**config.mk**
```make
export PLATFORM = sky130hd
export DESIGN_NAME = ste_ctrl
export DESIGN_NICKNAME = d
export VERILOG_FILES = /design/src/rtl/ste_pkg.sv /design/src/rtl/ste_ctrl.sv
export SDC_FILE = /design/constraint.sdc
export NUM_CORES = 1
export LEC_CHECK = 0
export BUFFER_PORTS_ARGS = -buffer_cell sky130_fd_sc_hd__buf_2
export CAP_MARGIN = 40
export CORE_AREA = 2 2 39 41
export DETAILED_ROUTE_END_ITERATION = 6
export DIE_AREA = 0 0 41 43
export HOLD_SLACK_MARGIN = 0.12
export PLACE_DENSITY_LB_ADDON = 0.2
export SLEW_MARGIN = 30
export SYNTH_ARGS = -nofsm -noshare
export SYNTH_HDL_FRONTEND = slang
export SYNTH_SLANG_ARGS = --single-unit
export TNS_END_PERCENT = 10
```
**constraint.sdc**
```tcl
create_clock -name aclk -period 2 [get_ports aclk]
set_input_delay 0.2 -clock aclk [delete_from_list [all_inputs] [get_ports aclk]]
set_output_delay 0.2 -clock aclk [all_outputs]
set_load 0.03 [all_outputs]
```
**src/rtl/ste_pkg.sv**
```systemverilog
// shared types and constants for the station table with oldest-entry eviction
// no dependencies; imported by ste_ctrl, ste_dp and station_table_oldest_evict
package ste_pkg;

    localparam int ENTRIES = 64;
    localparam int IDX_W   = (ENTRIES > 1) ? $clog2(ENTRIES) : 1;
    localparam int CNT_W   = $clog2(ENTRIES + 1);
    localparam int MAC_W   = 48;
    localparam int TIME_W  = 32;
    localparam int KIND_W  = 2;
    localparam int OUT_CNT_W = 7;

    typedef enum logic [KIND_W-1:0] {
        KIND_LOOKUP  = 2'd0,
        KIND_INSERT  = 2'd1,
        KIND_REFRESH = 2'd2
    } kind_t;

    typedef enum logic [1:0] {
        ST_IDLE,
        ST_SCAN,
        ST_FLUSH,
        ST_COMMIT
    } state_t;

    typedef struct packed {
        logic start;
        logic scan;
        logic commit;
    } dp_cmd_t;

    typedef struct packed {
        logic scan_last;
    } dp_stat_t;

    // low bits of the entry count as carried on the result
    function automatic logic [OUT_CNT_W-1:0] count_out(input logic [CNT_W-1:0] c);
        logic [CNT_W+OUT_CNT_W-1:0] w;
        w = {{OUT_CNT_W{1'b0}}, c};
        return w[OUT_CNT_W-1:0];
    endfunction

endpackage

```
**src/rtl/ste_ctrl.sv**
```systemverilog
// controller state machine: accept, scan sequencing, commit and result valid
// depends on ste_pkg
module ste_ctrl (
    input  logic              aclk,
    input  logic              aresetn,
    input  logic              s_valid,
    output logic              s_ready,
    output logic              m_valid,
    input  logic              m_ready,
    input  ste_pkg::dp_stat_t stat,
    output ste_pkg::dp_cmd_t  cmd
);
    import ste_pkg::*;

    state_t state_reg, state_next;
    logic   m_valid_reg, m_valid_next;

    always_ff @(posedge aclk) begin
        if (!aresetn) begin
            state_reg   <= ST_IDLE;
            m_valid_reg <= 1'b0;
        end else begin
            state_reg   <= state_next;
            m_valid_reg <= m_valid_next;
        end
    end

    always_comb begin
        state_next   = state_reg;
        m_valid_next = m_valid_reg & ~m_ready;
        cmd          = '0;
        s_ready      = 1'b0;
        unique case (state_reg)
            ST_IDLE: begin
                s_ready = 1'b1;
                if (s_valid) begin
                    cmd.start  = 1'b1;
                    state_next = ST_SCAN;
                end
            end
            ST_SCAN: begin
                cmd.scan = 1'b1;
                if (stat.scan_last) begin
                    state_next = ST_FLUSH;
                end
            end
            ST_FLUSH: begin
                state_next = ST_COMMIT;
            end
            ST_COMMIT: begin
                // wait for the output register to free up
                if (!m_valid_reg || m_ready) begin
                    cmd.commit   = 1'b1;
                    m_valid_next = 1'b1;
                    state_next   = ST_IDLE;
                end
            end
            default: begin
                state_next = ST_IDLE;
            end
        endcase
    end

    assign m_valid = m_valid_reg;

endmodule

```
==> Word level (Yosys, flattened, before mapping) <==
Cells that the tools add are included.
{ "totals": {"latch_bits": 0, "register_bits": 3, "ram_bits": 0, "inputBits": 5, "output_inout_bits": 5, "elab_cells": 26, "mem_bits_ro": 0, "memories": 0} }
{ "classes": {"magnitude_cmp": 0, "div_mod_pow": 0, "eq_ne": 6, "mul": 0, "n_bitwise": 2, "n_reduce_logical": 4, "n_addsub": 0, "n_mux": 12, "shift": 0} }
{ "op_table": {"columns": ["cell", "count"], "rows": [
  ["$mux W1", 8],
  ["$pmux W2 S4", 1],
  ["$mux W2", 3],
  ["$ne A2 B2 Y1 const B", 3],
  ["$eq A2 B2 Y1 const B", 2],
  ["$reduce_and A3 Y1", 1],
  ["$eq A2 B1 Y1 const B", 1],
  ["$logic_not A2 Y1", 1],
  ["$and A1 B1 Y1", 1],
  ["$logic_not A1 Y1", 1],
  ["$logic_or A1 B1 Y1", 1],
  ["$not A1 Y1", 1]
]} }

==> Logic depth before layout (Yosys ltp) <==
{ "logic_depth": {"depth_word": 4, "ltp_mapped": 4, "mapped_depth_nobuf": 4} }

==> Least setup slack after synthesis <==
Ideal clock, no wire load.
{ "synth_path": {"kind": "register -> register", "startpoint": "reg state_reg[0]", "endpoint": "reg state_reg[0]", "required_time_ps": 1928, "stages_incl_launch_ff": 5, "n_path_buf": 0, "t_arrival_ps": 1448, "slack_ps": 480, "cell_sequence": "dfxtp_1 inv_1 ha_1 a222oi_1 mux2i_1"} }
{ "synth_via": {"elab_chain_cells": 3, "word_cells_on_any_way": 9, "classes_between": "eq/ne (6); mux (1); reduce/logical (2)"} }
{ "synth_lines": {"columns": ["element", "line", "source"], "rows": [
  ["start: declaration", "ste_ctrl.sv:15", "state_t state_reg, state_next;"],
  ["start signal: assignment", "ste_ctrl.sv:23", "state_reg <= state_next;"],
  ["$eq A2 B2 Y1, or another cell as far along", "ste_ctrl.sv:33", "unique case (state_reg)"],
  ["$ne A2 B2 Y1 (no source line)", null, null],
  ["$reduce_and A3 Y1 (no source line)", null, null]
]} }
Several ways; a longest one is shown, not always the timed one.
A chain may end at the register's enable or synchronous reset.

==> Final worst setup path <==
Same ends and word-level chain as after synthesis.

==> metrics.md <==
| Metric | Value |
|---|---|
| Fin. max-slew vios | 0 |
| Post-route DRC | 0 |
| Max Fclk | 666 MHz |
| Worst IR Drop VDD | 408 uV |
| Total negative slack | 0 ps |
| R2r startpoint | state_reg[0]$_SDFFE_PN0P_ |
| Cell area after layout | 299 um^2 |
| Worst-margin pin slew | 487 ps |
| Arrival @ worst endpoint | 1660 ps |
| Resize count post-CTS | 0 |
| CP Buf/Inv Count | 1 |
| Mux cell area share after synthesis | 9.64% |
| CP endpoint kind | flop |
| Core Util, Final | 21.6% |
| Worst EP required | 2160 ps |
| Syn_nets | 31 |
| Starting DRT DRC Count | 5 |
| Wire length per cell | 8.00 um |
| Worst path top cell family by delay | compound AO/OA/AOI/OAI gates |
| Crit path from | state_reg[0]$_SDFFE_PN0P_ |
| Max-Cap Viols | 0 |
| Synth Area in XOR/XNOR | 0% |
| Clock Skew | 0.548 ps |
| Post-synthesis simple-gate area fraction | 19.3% |
| CTS sink count | 3 |
| Core Area | 0.00138 mm^2 |
| Area Growth Syn to Fin | 44.0% |
| Synth Area per Inst | 9.44 um^2 |
| Worst skew pair latency | 230 ps |
| Worst path cell trace | inv_1, ha_1, a222oi_1, mux2i_1 |
| Slowest stage cell, crit path | a222oi_1 |
| Total gr overflow | 0 |
| Post-synthesis adder-cell area fraction | 24.1% |
| Most frequent cells in the layout | buf_2 (9), inv_1 (4), ha_1 (4) |
| Number of flip-flops in the largest register | 2 |
| Io pins | 10 |
| Final WL | 408 um |
| Power Density | 1470 mW/mm^2 |
| Status | finished, final reports clean |
| Post-synthesis cell count | 22 |
| GP Congestion | 0.576 |
| Final nets | 45 |
| Post-DP Area | 273 um^2 |
| Relative slew slack | 67.5% |
| Clock tree buffer depth | 2 |
| Hold_buf cts | 0 |
| Std-Cell Rows | 14 |
| Vias/cell | 3.75 |
| Yosys warnings | 0 |
| Post-Syn Area | 208 um^2 |
| Tcrit/Tclk final | 75.1% |
| Static leakage | 0.159 nW |
| CTS tree | yes |
| Initial antenna violation count | 0 |
| CP max stage delay | 490 ps |
| Commonest non-fill, non-tap cell in the layout | buf_2 |
| Largest net degree at the start of global routing | 6 |
| GRT Util Overall | 6.61% |
| Hold_sp | aresetn |
| Seq/Total Area, Yosys | 28.9% |
| Num CTS Buffers | 3 |
| Antenna cells | 0 |
| Hold Path Class | in -> reg |
| Clock H-tree levels | 1 |
| Crit path kind | reg -> reg |
| Share of cells above drive strength 1 | 40.0% |
| Compound-Gate Fraction of Synth Area | 10.8% |
| Port bufs | 9 |
| First-pass GRT wire length | 710 um |
| CP max FO | 4 |
| # Post-CTS Setup Buffers | 0 |
| Distinct cells, synth | 11 |
| Vias | 191 |
| Seq cells post-synth | 3 |
| Setup crit start kind | flop |
| RSZ-0062 raised after global routing | no |
| Width of the die | 41 um |
| Hold Fails Final Rpt | 0 |
| Die area | 0.00176 mm^2 |
| Vias in the first global route | 176 |
| Antenna-violating nets left | 0 |
| Min Hold Slack | 251 ps |
| Die Y | 43 um |
| Final min period | 1500 ps |
| CTS Root Cell | clkbuf_4 |
| # setup viols final | 0 |
| Largest family of logic cells by synthesized area | adder cells |
| First-pass iteration count of the detailed router | 4 |
| Initial Util | 15.0% |
| Clock slew at reported path FFs | 40 ps |
[stage by stage]
step | cells | setup slack, ps | power (mW)
after floorplan | 22 | 480 | 0.285
after global placement | 47 | 523 | 0.338
after detailed placement | 47 | 488 | 0.340
after CTS | 51 | 476 | 0.449
after global routing | 51 | 335 | 0.490
final | 51 | 498 | 0.440
[area by class of cell]
cell class	count	area (um^2)
timing repair buffer	9	45.0
fill	165	1080
multi-input combinational	15	133
inverter	4	15.0
tap	16	20.0
sequential	3	60.1
clock buffer	4	26.3
[cell families after synthesis]
| family | after synthesis |
|---|---|
| buffers and inverters | 4 |
| multiplexers | 2 |
| AO/OA/AOI/OAI | 3 |
| adder cells (fa/ha/maj) | 4 |
| AND/OR/NAND/NOR | 6 |
| flip-flops | 3 |
[where the power goes]
group	switching, mW	internal (mW)
registers	0.0208	0.0813
clock network	0.0286	0.0746
logic	0.149	0.0853
total	0.199	0.241
[path summary, 6_finish.rpt]
check	end	slack (ps)	cells past startpoint
setup / recovery	state_reg[0]$_SDFFE_PN0P_	500	4
setup reg to reg	state_reg[0]$_SDFFE_PN0P_	500	4
hold reg to reg	state_reg[1]$_SDFFE_PN0P_	500	2
hold / removal	m_valid$_SDFF_PN0_	250	2
[routing by layer]
layer,GRT usage [%],wire [um],vias up
met5,0,0,-
met4,6.00,0,0
met3,5.24,61,0
met2,7.81,174,8
met1,7.03,172,85
li1,-,-,98
[cells in the mapped netlist]
cell type | count | area share [%]
and2b_2 | 1 | 4.2
o21a_1 | 1 | 3.6
and2_1 | 1 | 3.0
inv_1 | 4 | 7.2
ha_1 | 4 | 24
mux2i_1 | 2 | 9.6
nand2_1 | 3 | 5.4
dfxtp_1 | 3 | 29
a222oi_1 | 1 | 4.8
nor2b_4 | 1 | 6.6
o21ai_0 | 1 | 2.4
[worst register-to-register path, delay by kind of cell, from the launching register on]
kind            cells  cell delay [ps]
flops               1              380
compound gates      1              490
fa+ha+maj           1              240
mux                 1              230
buf+inv             1               90
(Power assumes the default switching activity.)
